File: src/hw/rtl/scta_pkg.sv
// Shared types, operation codes and the scan-code-set-1 key table for the
// scancode-to-ASCII line buffer. No dependencies.
package scta_pkg;

  // Default sizes of the line buffer.
  localparam int BufDepthDefault = 32;
  localparam int TabSpacesDefault = 8;

  // Scan codes with special handling.
  localparam logic [7:0] SC_CAPS_MAKE    = 8'h3a;
  localparam logic [7:0] SC_LSHIFT_MAKE  = 8'h2a;
  localparam logic [7:0] SC_RSHIFT_MAKE  = 8'h36;
  localparam logic [7:0] SC_LSHIFT_BREAK = 8'haa;
  localparam logic [7:0] SC_RSHIFT_BREAK = 8'hb6;
  localparam logic [7:0] SC_BACKSPACE    = 8'h0e;
  localparam logic [7:0] SC_TAB          = 8'h0f;
  localparam logic [7:0] SC_ENTER        = 8'h1c;
  localparam logic [7:0] SC_SPACE        = 8'h39;

  // Characters stored for the special keys.
  localparam logic [7:0] CH_SPACE = 8'h20;
  localparam logic [7:0] CH_CR    = 8'h0d;

  // Operation classes of one scan code.
  localparam logic [2:0] KIND_IGNORE = 3'd0;
  localparam logic [2:0] KIND_SHIFT  = 3'd1;
  localparam logic [2:0] KIND_BKSP   = 3'd2;
  localparam logic [2:0] KIND_TAB    = 3'd3;
  localparam logic [2:0] KIND_ENTER  = 3'd4;
  localparam logic [2:0] KIND_SPACE  = 3'd5;
  localparam logic [2:0] KIND_KEY    = 3'd6;

  // Decoded form of one scan code.
  typedef struct packed {
    logic [2:0] kind;
    logic [7:0] ch;
  } key_info_t;

  // Result of a table lookup: hit flag and character.
  typedef struct packed {
    logic       hit;
    logic [7:0] ch;
  } key_hit_t;

  // Looks up one of the 47 table keys; the shift flag picks the column.
  function automatic key_hit_t key_lookup(input logic [7:0] code, input logic shift);
    key_hit_t r;
    logic [7:0] lo;
    logic [7:0] up;
    r.hit = 1'b1;
    lo = 8'h00;
    up = 8'h00;
    unique case (code)
      8'h1e: begin lo = 8'h61; up = 8'h41; end
      8'h30: begin lo = 8'h62; up = 8'h42; end
      8'h2e: begin lo = 8'h63; up = 8'h43; end
      8'h20: begin lo = 8'h64; up = 8'h44; end
      8'h12: begin lo = 8'h65; up = 8'h45; end
      8'h21: begin lo = 8'h66; up = 8'h46; end
      8'h22: begin lo = 8'h67; up = 8'h47; end
      8'h23: begin lo = 8'h68; up = 8'h48; end
      8'h17: begin lo = 8'h69; up = 8'h49; end
      8'h24: begin lo = 8'h6a; up = 8'h4a; end
      8'h25: begin lo = 8'h6b; up = 8'h4b; end
      8'h26: begin lo = 8'h6c; up = 8'h4c; end
      8'h32: begin lo = 8'h6d; up = 8'h4d; end
      8'h31: begin lo = 8'h6e; up = 8'h4e; end
      8'h18: begin lo = 8'h6f; up = 8'h4f; end
      8'h19: begin lo = 8'h70; up = 8'h50; end
      8'h10: begin lo = 8'h71; up = 8'h51; end
      8'h13: begin lo = 8'h72; up = 8'h52; end
      8'h1f: begin lo = 8'h73; up = 8'h53; end
      8'h14: begin lo = 8'h74; up = 8'h54; end
      8'h16: begin lo = 8'h75; up = 8'h55; end
      8'h2f: begin lo = 8'h76; up = 8'h56; end
      8'h11: begin lo = 8'h77; up = 8'h57; end
      8'h2d: begin lo = 8'h78; up = 8'h58; end
      8'h15: begin lo = 8'h79; up = 8'h59; end
      8'h2c: begin lo = 8'h7a; up = 8'h5a; end
      8'h29: begin lo = 8'h60; up = 8'h7e; end
      8'h02: begin lo = 8'h31; up = 8'h21; end
      8'h03: begin lo = 8'h32; up = 8'h40; end
      8'h04: begin lo = 8'h33; up = 8'h23; end
      8'h05: begin lo = 8'h34; up = 8'h24; end
      8'h06: begin lo = 8'h35; up = 8'h25; end
      8'h07: begin lo = 8'h36; up = 8'h5e; end
      8'h08: begin lo = 8'h37; up = 8'h26; end
      8'h09: begin lo = 8'h38; up = 8'h2a; end
      8'h0a: begin lo = 8'h39; up = 8'h28; end
      8'h0b: begin lo = 8'h30; up = 8'h29; end
      8'h0c: begin lo = 8'h2d; up = 8'h5f; end
      8'h0d: begin lo = 8'h3d; up = 8'h2b; end
      8'h1a: begin lo = 8'h5b; up = 8'h7b; end
      8'h1b: begin lo = 8'h5d; up = 8'h7d; end
      8'h27: begin lo = 8'h3b; up = 8'h3a; end
      8'h28: begin lo = 8'h27; up = 8'h22; end
      8'h2b: begin lo = 8'h5c; up = 8'h7c; end
      8'h33: begin lo = 8'h2c; up = 8'h3c; end
      8'h34: begin lo = 8'h2e; up = 8'h3e; end
      8'h35: begin lo = 8'h2f; up = 8'h3f; end
      default: r.hit = 1'b0;
    endcase
    r.ch = shift ? up : lo;
    return r;
  endfunction

endpackage

File: src/hw/rtl/scta_decode.sv
// Classifies one scan-code-set-1 byte and picks the character it stores.
// Depends on scta_pkg for the operation codes and the key table.
module scta_decode (
  input  logic [7:0]         scan_code,
  input  logic               shift,
  output scta_pkg::key_info_t info
);

  scta_pkg::key_hit_t hit;

  assign hit = scta_pkg::key_lookup(scan_code, shift);

  // Special keys first; anything else goes through the key table.
  always_comb begin
    info.kind = scta_pkg::KIND_IGNORE;
    info.ch   = 8'h00;
    priority if (scan_code == scta_pkg::SC_CAPS_MAKE ||
                 scan_code == scta_pkg::SC_LSHIFT_MAKE ||
                 scan_code == scta_pkg::SC_RSHIFT_MAKE ||
                 scan_code == scta_pkg::SC_LSHIFT_BREAK ||
                 scan_code == scta_pkg::SC_RSHIFT_BREAK) begin
      info.kind = scta_pkg::KIND_SHIFT;
    end else if (scan_code == scta_pkg::SC_BACKSPACE) begin
      info.kind = scta_pkg::KIND_BKSP;
    end else if (scan_code == scta_pkg::SC_TAB) begin
      info.kind = scta_pkg::KIND_TAB;
      info.ch   = scta_pkg::CH_SPACE;
    end else if (scan_code == scta_pkg::SC_ENTER) begin
      info.kind = scta_pkg::KIND_ENTER;
      info.ch   = scta_pkg::CH_CR;
    end else if (scan_code == scta_pkg::SC_SPACE) begin
      info.kind = scta_pkg::KIND_SPACE;
      info.ch   = scta_pkg::CH_SPACE;
    end else if (hit.hit) begin
      info.kind = scta_pkg::KIND_KEY;
      info.ch   = hit.ch;
    end else begin
      info.kind = scta_pkg::KIND_IGNORE;
    end
  end

endmodule

File: src/hw/rtl/scancode_to_ascii_line_buffer_core.sv
// Top level of the scancode-to-ASCII line buffer: control, ring memory, output register.
// Depends on scta_pkg and scta_decode.

// Takes one transaction at a time, each either a set-1 scan code byte (func = 0) or a
// request to read one buffered character (func = 1), and returns exactly one result
// transaction for it. Characters live in a BUF_DEPTH-entry ring memory with a
// registered read; a valid bit per entry makes never-written entries read as zero, so
// no clearing pass is needed after reset. Reads, shift, backspace and ignored codes go
// straight to the finish state; space, enter and table keys pass through the write state
// first, and tab stays in it for TAB_SPACES writes, one character per cycle through the
// single memory write port. cmd_ready returns in the cycle after the result is
// loaded; a new transaction may be accepted while the previous result waits on
// res_ready, and its own result is held until the output register frees up.
module scancode_to_ascii_line_buffer_core #(
  parameter int BUF_DEPTH  = scta_pkg::BufDepthDefault,
  parameter int TAB_SPACES = scta_pkg::TabSpacesDefault
) (
  input  logic       clk,
  input  logic       rst,
  input  logic       cmd_valid,
  output logic       cmd_ready,
  input  logic       func,
  input  logic [7:0] scan_code,
  output logic       res_valid,
  input  logic       res_ready,
  output logic [7:0] read_char,
  output logic       line_done,
  output logic [5:0] fill_count,
  output logic       shift_on
);

  localparam int IW = $clog2(BUF_DEPTH);
  localparam int CW = $clog2(BUF_DEPTH + 1);
  localparam int TW = $clog2(TAB_SPACES + 1);
  localparam logic [IW-1:0] LastIdx = IW'(BUF_DEPTH - 1);
  localparam logic [CW-1:0] FullCnt = CW'(BUF_DEPTH);

  localparam logic [1:0] ST_IDLE   = 2'd0;
  localparam logic [1:0] ST_WRITE  = 2'd1;
  localparam logic [1:0] ST_FINISH = 2'd2;

  logic [1:0]    state;
  logic          shift_flag;
  logic [IW-1:0] wr_idx;
  logic [IW-1:0] rd_idx;
  logic [CW-1:0] count;
  logic [TW-1:0] remain;
  logic          op_read;
  logic [2:0]    op_kind;
  logic [7:0]    op_ch;
  logic [BUF_DEPTH-1:0] entry_valid;
  logic          rd_hit;
  logic [7:0]    rdata;
  logic [7:0]    mem [BUF_DEPTH];

  scta_pkg::key_info_t dec;
  logic accept;
  logic mem_we;
  logic mem_re;
  logic res_load;
  logic [IW-1:0] wr_idx_inc;
  logic [IW-1:0] wr_idx_dec;
  logic [IW-1:0] rd_idx_inc;

  scta_decode u_decode (
    .scan_code (scan_code),
    .shift     (shift_flag),
    .info      (dec)
  );

  assign cmd_ready  = (state == ST_IDLE);
  assign accept     = cmd_valid && cmd_ready;
  assign mem_re     = accept && func;
  assign mem_we     = (state == ST_WRITE);
  assign res_load   = (state == ST_FINISH) && (!res_valid || res_ready);
  assign wr_idx_inc = (wr_idx == LastIdx) ? '0 : wr_idx + 1'b1;
  assign wr_idx_dec = (wr_idx == '0) ? LastIdx : wr_idx - 1'b1;
  assign rd_idx_inc = (rd_idx == LastIdx) ? '0 : rd_idx + 1'b1;

  // Ring memory: one write port, one registered read port.
  always_ff @(posedge clk) begin
    if (mem_we) begin
      mem[wr_idx] <= op_ch;
    end
    if (mem_re) begin
      rdata <= mem[rd_idx];
    end
  end

  // Operation registers captured at acceptance.
  always_ff @(posedge clk) begin
    if (accept) begin
      op_read <= func;
      op_kind <= dec.kind;
      op_ch   <= dec.ch;
    end
  end

  // Sequencer and buffer bookkeeping.
  always_ff @(posedge clk) begin
    if (rst) begin
      state       <= ST_IDLE;
      shift_flag  <= 1'b0;
      wr_idx      <= '0;
      rd_idx      <= '0;
      count       <= '0;
      remain      <= '0;
      entry_valid <= '0;
      rd_hit      <= 1'b0;
    end else begin
      unique case (state)
        ST_IDLE: begin
          if (accept) begin
            if (func) begin
              rd_hit <= entry_valid[rd_idx];
              rd_idx <= rd_idx_inc;
              state  <= ST_FINISH;
            end else begin
              unique case (dec.kind)
                scta_pkg::KIND_SHIFT: begin
                  shift_flag <= !shift_flag;
                  state      <= ST_FINISH;
                end
                scta_pkg::KIND_BKSP: begin
                  if (count != '0) begin
                    count  <= count - 1'b1;
                    wr_idx <= wr_idx_dec;
                  end
                  state <= ST_FINISH;
                end
                scta_pkg::KIND_TAB: begin
                  remain <= TW'(TAB_SPACES - 1);
                  state  <= ST_WRITE;
                end
                scta_pkg::KIND_ENTER, scta_pkg::KIND_SPACE, scta_pkg::KIND_KEY: begin
                  remain <= '0;
                  state  <= ST_WRITE;
                end
                default: begin
                  state <= ST_FINISH;
                end
              endcase
            end
          end
        end
        ST_WRITE: begin
          entry_valid[wr_idx] <= 1'b1;
          if (op_kind == scta_pkg::KIND_ENTER) begin
            count  <= '0;
            wr_idx <= '0;
            rd_idx <= '0;
            state  <= ST_FINISH;
          end else begin
            wr_idx <= wr_idx_inc;
            if (count < FullCnt) begin
              count <= count + 1'b1;
            end else if (op_kind == scta_pkg::KIND_KEY) begin
              count <= CW'(1);
            end
            if (remain == '0) begin
              state <= ST_FINISH;
            end else begin
              remain <= remain - 1'b1;
            end
          end
        end
        ST_FINISH: begin
          if (res_load) begin
            state <= ST_IDLE;
          end
        end
        default: begin
          state <= ST_IDLE;
        end
      endcase
    end
  end

  // Output register.
  always_ff @(posedge clk) begin
    if (rst) begin
      res_valid <= 1'b0;
    end else if (res_load) begin
      res_valid <= 1'b1;
    end else if (res_ready) begin
      res_valid <= 1'b0;
    end
  end

  always_ff @(posedge clk) begin
    if (res_load) begin
      read_char  <= (op_read && rd_hit) ? rdata : 8'h00;
      line_done  <= !op_read && (op_kind == scta_pkg::KIND_ENTER);
      fill_count <= 6'(count);
      shift_on   <= shift_flag;
    end
  end

`ifndef SYNTHESIS
  // The character count never runs past the buffer depth.
  a_count_bound: assert property (@(posedge clk) disable iff (rst)
    count <= FullCnt)
    else $error("character count exceeds buffer depth");

  // A finished line leaves an empty buffer.
  a_enter_empties: assert property (@(posedge clk) disable iff (rst)
    (res_valid && line_done) |-> (fill_count == 6'd0))
    else $error("line_done with nonzero fill count");

  // Only one transaction is in the block at a time.
  a_one_at_a_time: assert property (@(posedge clk) disable iff (rst)
    accept |=> !cmd_ready)
    else $error("second transaction accepted while one is in progress");

  // Memory writes only come from character-storing operations.
  a_write_kind: assert property (@(posedge clk) disable iff (rst)
    mem_we |-> (!op_read && (op_kind == scta_pkg::KIND_TAB ||
                op_kind == scta_pkg::KIND_ENTER || op_kind == scta_pkg::KIND_SPACE ||
                op_kind == scta_pkg::KIND_KEY)))
    else $error("memory write for a non-storing operation");

  // The result register only loads when it is free or being drained.
  a_no_overwrite: assert property (@(posedge clk) disable iff (rst)
    (res_valid && !res_ready) |=> (res_valid && $stable(read_char) && $stable(fill_count)))
    else $error("pending result overwritten");
`endif

endmodule

File: config.mk
export PLATFORM = sky130hd
export DESIGN_NAME = scancode_to_ascii_line_buffer_core
export DESIGN_NICKNAME = d
export VERILOG_FILES = /design/src/hw/rtl/scta_pkg.sv /design/src/hw/rtl/scta_decode.sv /design/src/hw/rtl/scancode_to_ascii_line_buffer_core.sv
export SDC_FILE = /design/constraint.sdc
export NUM_CORES = 1
export LEC_CHECK = 0
export ABC_AREA = 1
export CORE_MARGIN = 5
export CORE_UTILIZATION = 50
export DETAILED_ROUTE_END_ITERATION = 8
export DONT_BUFFER_PORTS = 1
export PLACE_DENSITY_LB_ADDON = 0.12
export SYNTH_ARGS = -nofsm -noshare
export SYNTH_HDL_FRONTEND = slang
export SYNTH_HIERARCHICAL = 1
export SYNTH_SLANG_ARGS = --single-unit
File: constraint.sdc
create_clock -name clk -period 1.8 [get_ports clk]
set_input_delay 0 -clock clk [delete_from_list [all_inputs] [get_ports clk]]
set_output_delay 0 -clock clk [all_outputs]
set_load 0.05 [all_outputs]
==> results.ini, run 1 <==
[timing]
drv_slew=0
hold_viol_final=0
skew_ps=20.4
fin_crit_sh_pct=96.2
post-route-min-period_ps=1730
slew_headroom_pct=62.7
rsz0062_at_grt=yes
setup_ws_ps=68.9
setup_viol=0
tightest_slew_ps=559
timing.fmax_mhz=578

[layout]
drive_gt1_share_pct=17.1
insertedDiodeCount=0
syn2layout_area_growth_pct=19.0
fin_nets=1686
final_common_cell=nor2_1
nFillCells=2626
layoutNonFillerInstCount=2084
mostFrequentLayoutCells=359 x nor2_1, 292 x edfxtp_1, 196 x nand2_1
final_area_um2=18400

[routing]
firstDrtPassIters=7
routedWlPerCell_um=19.3
drt_iter0_markers=847
ant_nets=0
viasPerCell=5.48
drc=0
wirelength_um=40200
vias=11400

[power_and_ir_drop]
power.leakage_nw=6.93
p_int_mw=13.6
p_seq_share_pct=50.3
power_mw=18.1
irDropWorstVdd_v=0.000576
p_sw_mw=4.45
p_comb_share_pct=10.5
power_density_nw_per_um2=983
p_clk_share_pct=39.3
swShare_pct=24.7

[worst_setup_path]
cp_data_arrival_time_ps=2010
r2r-start=rd_idx[0]$_SDFFE_PP0P_
required_ps=2080
r2r_cells=8
setup.worst_path.start_class=flip-flop
crit_path_max_fanout=23
r2r_slack_ps=70
critical_path.endpoint_type=flip-flop
path_class=flip-flop to flip-flop
r2r-end=rdata[0]$_DFFE_PP_

[cts]
cts_root_buf=clkbuf_16
cts_max_level=2
clk_latency_ps=520
clk_pin_slew_ps=60
numCtsBuffers=37
cts.sinks=349
tritoncts=done
cts_max_path_buffers=3

[floorplan]
ios=31
rows=64
fp.dieW_um=186
die_h_um=186
die_area_um2=34500
core_um2=30500
initial_core_util_pct=50.6

[placement]
dp_hpwl_um=26400
dp_cells=2009
gp_congestion=0.931
place_ws_ps=-409
place_area_um2=17000
port-buffer-count=0

[logic_synthesis]
ys_warn_count=6
syn_area_per_cell_um2=10.1
synth_cells=1524
synth_cell_type_count=47
ys_seq_elements=349
ys_seq_area_share_pct=64.2
synth_nets=1549
syn_area_um2=15400

[run_status]
run_status=finished, final reports clean

[grt]
grt_first_pass_wirelength_um=61900
gr-total-overflow=0
grt_max_degree=52
grt_pass1_vias=11000
grt_usage_pct=23.3
antenna_found_initial=0

[min_path]
worstHoldStart=scan_code[6]
worstHoldPathType=input port to flip-flop
hold_end=op_kind[0]$_DFFE_PN_
hold_path_depth=5

[run]
maxCapViolCount=0

==> critical path: stages, from the launching register on <==
cell and delay (ps):
dfxtp_4 460, inv_6 80, buf_12 160, o21ai_0 210, o211ai_1 170, nand3_1 180, nand2_1 80, nand2_1 80
nand2_1 60
==> final cells by class <==
cell class / count / area (µm²) / share of cell area (%)
Multi-Input combinational cell: 1002 / 4910 / 26.8
Clock inverter: 15 / 128 / 0.695
Tap cell: 396 / 495 / 2.70
Inverter: 101 / 417 / 2.27
Timing Repair Buffer: 170 / 1500 / 8.14
Sequential cell: 349 / 9920 / 54.0
Clock buffer: 51 / 998 / 5.44
==> cell usage after synthesis (all sizes together) <==
master / n / area share, %
clkinv: 3 / 0.073
xor2: 6 / 0.34
o21bai: 1 / 0.049
o221ai: 32 / 1.8
a21oi: 34 / 1.2
o211ai: 33 / 1.6
nand2: 212 / 5.3
nand3b: 1 / 0.049
nor3: 20 / 0.68
a31oi: 2 / 0.081
inv: 98 / 2.4
nor4: 1 / 0.041
clkbuf: 34 / 0.83
nor3b: 1 / 0.049
o311ai: 1 / 0.057
dfxtp: 57 / 7.4
buf: 38 / 1.6
ha: 12 / 0.97
o31ai: 1 / 0.049
a41oi: 1 / 0.057
a22oi: 1 / 0.049
edfxtp: 292 / 57
o21a: 1 / 0.049
conb: 1 / 0.024
nand4: 13 / 0.53
xnor2: 1 / 0.057
o22ai: 1 / 0.13
a31o: 1 / 0.057
o21ai: 163 / 5.3
nor2: 373 / 9.3
a211oi: 4 / 0.19
nand3: 85 / 2.9
==> state kept, by name (all words and copies together), names as in the netlist, 6 cells and up <==
| signal | count |
|---|---|
| entry_valid | 32 |
| mem | 256 |
| count | 6 |
| rdata | 8 |
| fill_count | 6 |
| read_char | 8 |
| op_ch | 8 |
==> worst max path at each step <==
stage          slack (ps)              startpoint                endpoint  cells after the start
6_report               70  rd_idx[0]$_SDFFE_PP0P_      rdata[0]$_DFFE_PP_                      8
5_1_grt               -20  rd_idx[0]$_SDFFE_PP0P_      rdata[1]$_DFFE_PP_                      8
4_1_cts                 1  rd_idx[0]$_SDFFE_PP0P_      rdata[6]$_DFFE_PP_                      8
3_5_place_dp         -410            scan_code[7]   count[4]$_SDFFE_PP0P_                     22
3_3_place_gp         -380            scan_code[1]  wr_idx[4]$_SDFFE_PP0P_                     18
2_1_floorplan         -20            scan_code[7]   count[0]$_SDFFE_PP0P_                     21
==> timing repair <==
action                                  in CTS  in global routing
setup buffers                                0                  2
hold endpoints to repair                    69                  0
hold buffers                                 6                  0
endpoints found under the setup margin       5                196
pin swaps                                    0                  6
cloned                                       0                  1
resized for setup                            5                 38
==> cells by family (layout without fill, tap and decap cells) <==
family	Yosys count	in the layout	share of synthesized area (%)
AO/OA/AOI/OAI	276	276	10.7
XOR/XNOR	7	7	0.397
adder cells (fa/ha/maj)	12	12	0.973
buffers and inverters	173	337	4.94
flip-flops	349	349	64.2
other	1	1	0.0243
AND/OR/NAND/NOR	706	706	18.7
==> routing by layer <==
| metal | GRT usage (%) | wire length [µm] |
|---|---|---|
| met1 | 31.4 | 17500 |
| met2 | 40.4 | 19800 |
| met3 | 2.78 | 1920 |
| met4 | 6.47 | 1040 |
| met5 | 0 | 0 |
==> through the flow <==
step	hold WS (ps)	util, %	TNS, ps
floorplan	98.9	-	-63.8
global placement	71.7	55.7	-5380
detailed placement	72.7	55.7	-6160
CTS	29.6	59.7	0
global route	67.9	60.2	-49.0
finish	47.5	60.2	0
==> power by group through the flow <==
stage                     Sequential [mW]  Clock, mW  Combinational, mW
after floorplan                      9.30          0               1.05
after global placement               9.24          0               1.76
after detailed placement             9.24          0               1.79
after CTS                            9.07       7.20               1.84
after global routing                 9.08       7.55               2.06
final                                9.07       7.09               1.89
No activity file was read; power rests on OpenSTA's default activity.
==> run 2, diff against run 1 <==
- SETUP_SLACK_MARGIN: unset -> 0.5
==> run 2 against run 1 <==
Effect of this change:
- the flow now finishes with violations (negative setup slack)
- core utilization grew 11 points
- via count grew 12%
- worst hold slack lost 14 ps
- sequential share of layout area shrank 8.0 points
- flip-flop and latch count is the same
- register-to-register slack lost 130 ps
- non-clock buffer count grew 111
- critical endpoint is now rdata[3]$_DFFE_PP_
==> results.ini, run 2 (same netlist as run 1, synthesis figures left out) <==
[worst_setup_path]
cp_common_cell=nand2_1
path_class=flip-flop to flip-flop
r2r_slack_ps=-60
setup.worst_path.start_class=flip-flop
required_ps=2080
slowest_delay_ps=500
cp_data_arrival_time_ps=2140
critical_path.endpoint_type=flip-flop
path_cells=inv_8 > buf_16 > o21ai_0 > o211ai_1 > nand3_1 > nand2_1 > nand2_1 > nand2_1
crit_path_top_delay_cell=dfxtp_4
crit_path_max_fanout=42

[routing]
viasPerCell=5.78
ant_nets=0
vias=12800
routedWlPerCell_um=21.7
drt_iter0_markers=1052
firstDrtPassIters=7
drc=0
wirelength_um=47800

[timing]
timing.fmax_mhz=539
tightest_slew_ps=663
post-route-min-period_ps=1860
tns_ps=-95.7
setup_viol=4
hold_viol_final=0
setup_ws_ps=-56.9
fin_crit_sh_pct=103
slew_headroom_pct=55.7
skew_ps=23.4
drv_slew=0
rsz0062_at_grt=yes

[run_status]
run_status=complete, but fails checks
violations=negative setup slack

[placement]
gp_congestion=0.898
dp_hpwl_um=26600
place_area_um2=17200
port-buffer-count=0

[floorplan]
die_h_um=186
die_area_um2=34500
ios=31
rows=64
initial_core_util_pct=50.6
fp.dieW_um=186
core_um2=30500

[layout]
utilization_pct=70.9
final_area_um2=21600
insertedDiodeCount=0
top_regs=mem: 256 flops, entry_valid: 32 flops
register_area_um2=9950
final_common_cell=edfxtp_1
nFillCells=2072
largest_reg_flops=256
fin_nets=1808
drive_gt1_share_pct=35.0
mostFrequentLayoutCells=292 x edfxtp_1, 284 x nor2_1, 154 x buf_4
syn2layout_area_growth_pct=40.2
multiInputGateArea_um2=6230
largest-register=mem

[cts]
cts_root_buf=clkbuf_16
cts_max_path_buffers=3
clk_latency_ps=540
clk_pin_slew_ps=60
numCtsBuffers=38
cts_max_level=2
cts.sinks=349
tritoncts=done

[grt]
grt_usage_pct=26.2
gr-usage-met3_pct=4.10
grtUsageMet2_pct=45.5
grt_first_pass_wirelength_um=69100
grt_max_degree=43
gr-total-overflow=0
antenna_found_initial=0
grt_pass1_vias=12100
top_usage_layer=met2
use_met1_pct=33.4

[min_path]
worstHoldPathType=input port to flip-flop

[power_and_ir_drop]
irDropWorstVdd_v=0.00123
power_density_nw_per_um2=906
power.leakage_nw=8.14

[run]
maxCapViolCount=0

## run 2: metrics by stage
step	instances	total power, mW	hold WS, ps	worst slack, ps
finish	2209	19.6	33.5	-56.9
global route	2209	20.2	99.3	-135
CTS	2176	19.4	45.1	31.3
detailed placement	1973	11.1	72.4	-447
global placement	1973	11.1	71.8	-508
floorplan	1524	10.4	98.9	-16.7
## run 2: final timing paths
kind	from	cells after the start	end
setup / recovery	rd_idx[0]$_SDFFE_PP0P_	8	rdata[3]$_DFFE_PP_
hold / removal	scan_code[6]	6	shift_flag$_SDFFE_PP0P_
setup reg to reg	rd_idx[0]$_SDFFE_PP0P_	8	rdata[3]$_DFFE_PP_
hold reg to reg	entry_valid[29]$_SDFFE_PP0P_	2	entry_valid[29]$_SDFFE_PP0P_
## run 2: metal layers
layer | vias to the layer above | share of wire (%)
li1 | 5839 | -
met1 | 6260 | 38
met5 | - | 0
met2 | 532 | 51
met3 | 138 | 6.6
met4 | 0 | 4.4
## run 2: layout make-up
class                   instances  area share (%)
multi-input cells            1012            28.8
clock inverters                16           0.850
clock buffers                  54            5.19
inverters                     101            2.71
flip-flops and latches        349            46.0
well taps                     396            2.29
repair buffers                281            14.2
## run 2: worst max-delay path: cells and delay by family, from the launching register on
kind / cells / cell delay [ps]
buf+inv: 2 / 300
simple gates: 4 / 350
flops: 1 / 500
compound gates: 2 / 420
## run 2: where the power goes
group	internal (mW)	leakage, nW	total (mW)	switching, mW
Sequential	8.93	3.13	9.09	0.160
Combinational	0.930	4.37	2.51	1.57
Clock	4.81	0.639	8.01	3.20
## run 2: what timing repair did
action                                  4_1_cts  5_1_grt
resized for setup                           184      213
hold buffers                                  8        0
pin swaps                                    76      119
setup buffers                               112       28
endpoints found under the hold margin        69        0
endpoints found under the setup margin      358      362
cloned                                       13        5
==> run 3, diff against run 2 <==
--- a/config.mk
+++ b/config.mk
@@ -12,4 +12,5 @@
 export DONT_BUFFER_PORTS = 1
 export PLACE_DENSITY_LB_ADDON = 0.12
+export REMOVE_ABC_BUFFERS = 1
 export SETUP_SLACK_MARGIN = 0.5
 export SYNTH_ARGS = -nofsm -noshare
==> constraint.sdc (replaced) <==
create_clock -name clk -period 1.8 [get_ports clk]
set_input_delay 0 -clock clk [delete_from_list [all_inputs] [get_ports clk]]
set_output_delay 0 -clock clk [all_outputs]
set_load 0.005 [all_outputs]
==> run 3 against run 2 <==
Effect of this change:
- the run now ends clean
- sequential power shrank 1%
- power shrank 1.7%
- critical path type unchanged
- flip-flop and latch count is the same
- clock skew is 3.7 ps higher
- via count is 2.2% higher
- clock power down 3.1%
- register-to-register slack gained 90 ps
- combinational power about the same
- worst setup slack gained 89 ps
- count of clock-buffer cells in the layout up 3
- cell count grew 2.1%
==> results.ini, run 3 (same netlist as run 1, synthesis figures left out) <==
[run_status]
run_status=finished, final reports clean

[grt]
grt_first_pass_wirelength_um=69400
grt_pass1_vias=12400
grt_usage_pct=26.2
grt_max_degree=52
antenna_found_initial=0
gr-total-overflow=0

[routing]
firstDrtPassIters=6
drt_iter0_markers=1043
ant_nets=0
vias=13000
viasPerCell=5.79
wirelength_um=49600
routedWlPerCell_um=22.0
drc=0

[power_and_ir_drop]
irDropWorstVdd_v=0.000713
power_density_nw_per_um2=880
power.leakage_nw=8.33

[worst_setup_path]
crit_path_max_fanout=7
cp_data_arrival_time_ps=2050
critical_path.endpoint_type=flip-flop
required_ps=2080
setup.worst_path.start_class=flip-flop
path_class=flip-flop to flip-flop

[timing]
rsz0062_at_grt=yes
tns_ps=0
slew_headroom_pct=46.6
post-route-min-period_ps=1770
timing.fmax_mhz=566
tightest_slew_ps=800
fin_crit_sh_pct=98.2
drv_slew=0
setup_viol=0
hold_viol_final=0
setup_ws_ps=31.7
skew_ps=27.1

[floorplan]
rows=64
die_h_um=186
ios=31
fp.dieW_um=186
die_area_um2=34500
initial_core_util_pct=50.6
core_um2=30500

[placement]
dp_cells=2021
place_area_um2=17000
dp_hpwl_um=25800
gp_congestion=0.880
place_ws_ps=-664
port-buffer-count=0

[layout]
mostFrequentLayoutCells=292 x edfxtp_1, 277 x nor2_1, 160 x buf_4
top_regs=mem: 256 flops, entry_valid: 32 flops
utilization_pct=71.8
largest_reg_flops=256
largest-register=mem
fin_nets=1854
final_area_um2=21900
drive_gt1_share_pct=36.6
final_common_cell=edfxtp_1
insertedDiodeCount=0
layoutNonFillerInstCount=2255
syn2layout_area_growth_pct=42.0

[min_path]
worstHoldPathType=input port to flip-flop

[cts]
clk_pin_slew_ps=60
numCtsBuffers=38
cts.sinks=349
cts_max_level=2
clk_latency_ps=530
cts_max_path_buffers=3
tritoncts=done
cts_root_buf=clkbuf_16

[run]
maxCapViolCount=0

run 3: final timing paths:
kind | from | to | slack (ps) | cells past startpoint
worst max-delay path | rd_idx[0]$_SDFFE_PP0P_ | rdata[6]$_DFFE_PP_ | 30 | 10
worst min-delay path | scan_code[7] | op_kind[0]$_DFFE_PN_ | 20 | 4
worst max register to register | rd_idx[0]$_SDFFE_PP0P_ | rdata[6]$_DFFE_PP_ | 30 | 10
worst min register to register | entry_valid[23]$_SDFFE_PP0P_ | entry_valid[23]$_SDFFE_PP0P_ | 470 | 2
run 3: power by group:
group	switching [mW]	internal [mW]
combinational	1.56	0.966
clock	3.12	4.63
sequential	0.0706	8.93
total	4.75	14.5
run 3: final cells by class:
class	count	area [µm²]
flip-flops and latches	349	9940
fillers	2042	8600
clock inverters	13	143
well taps	396	495
repair buffers	337	3540
multi-input cells	1002	6110
inverters	101	562
clock buffers	57	1120
run 3: stage by stage:
step,hold WS (ps),total power [mW]
2_1_floorplan,62.4,10.1
3_3_place_gp,79.6,10.8
3_5_place_dp,82.3,10.9
4_1_cts,3.24,18.9
5_1_grt,49.4,19.9
6_report,17.2,19.3
run 3: critical path: stages (launching register included):
cell,delay (ps)
dfxtp_4,380
buf_12,160
buf_16,150
nor2_1,130
nor2_1,60
o21ai_0,70
o211ai_1,150
nand3_1,150
nand2_1,80
nand2_2,90
nand2_1,70
run 3: layer usage:
metal / GRT usage, % / vias up / part of all wire [%]
li1: - / 5938 / -
met1: 33.7 / 6298 / 38
met4: 9.33 / 0 / 4.6
met5: 0 / - / 0
met3: 4.01 / 169 / 7.7
met2: 45.3 / 642 / 50
run 3: timing repair:
action | 4_1_cts | 5_1_grt
setup buffers | 87 | 40
hold endpoints to repair | 67 | 0
gates resized for setup | 364 | 290
endpoints found under the setup margin | 349 | 361
gates cloned | 22 | 9
hold buffers | 6 | 0
pin swaps | 81 | 128
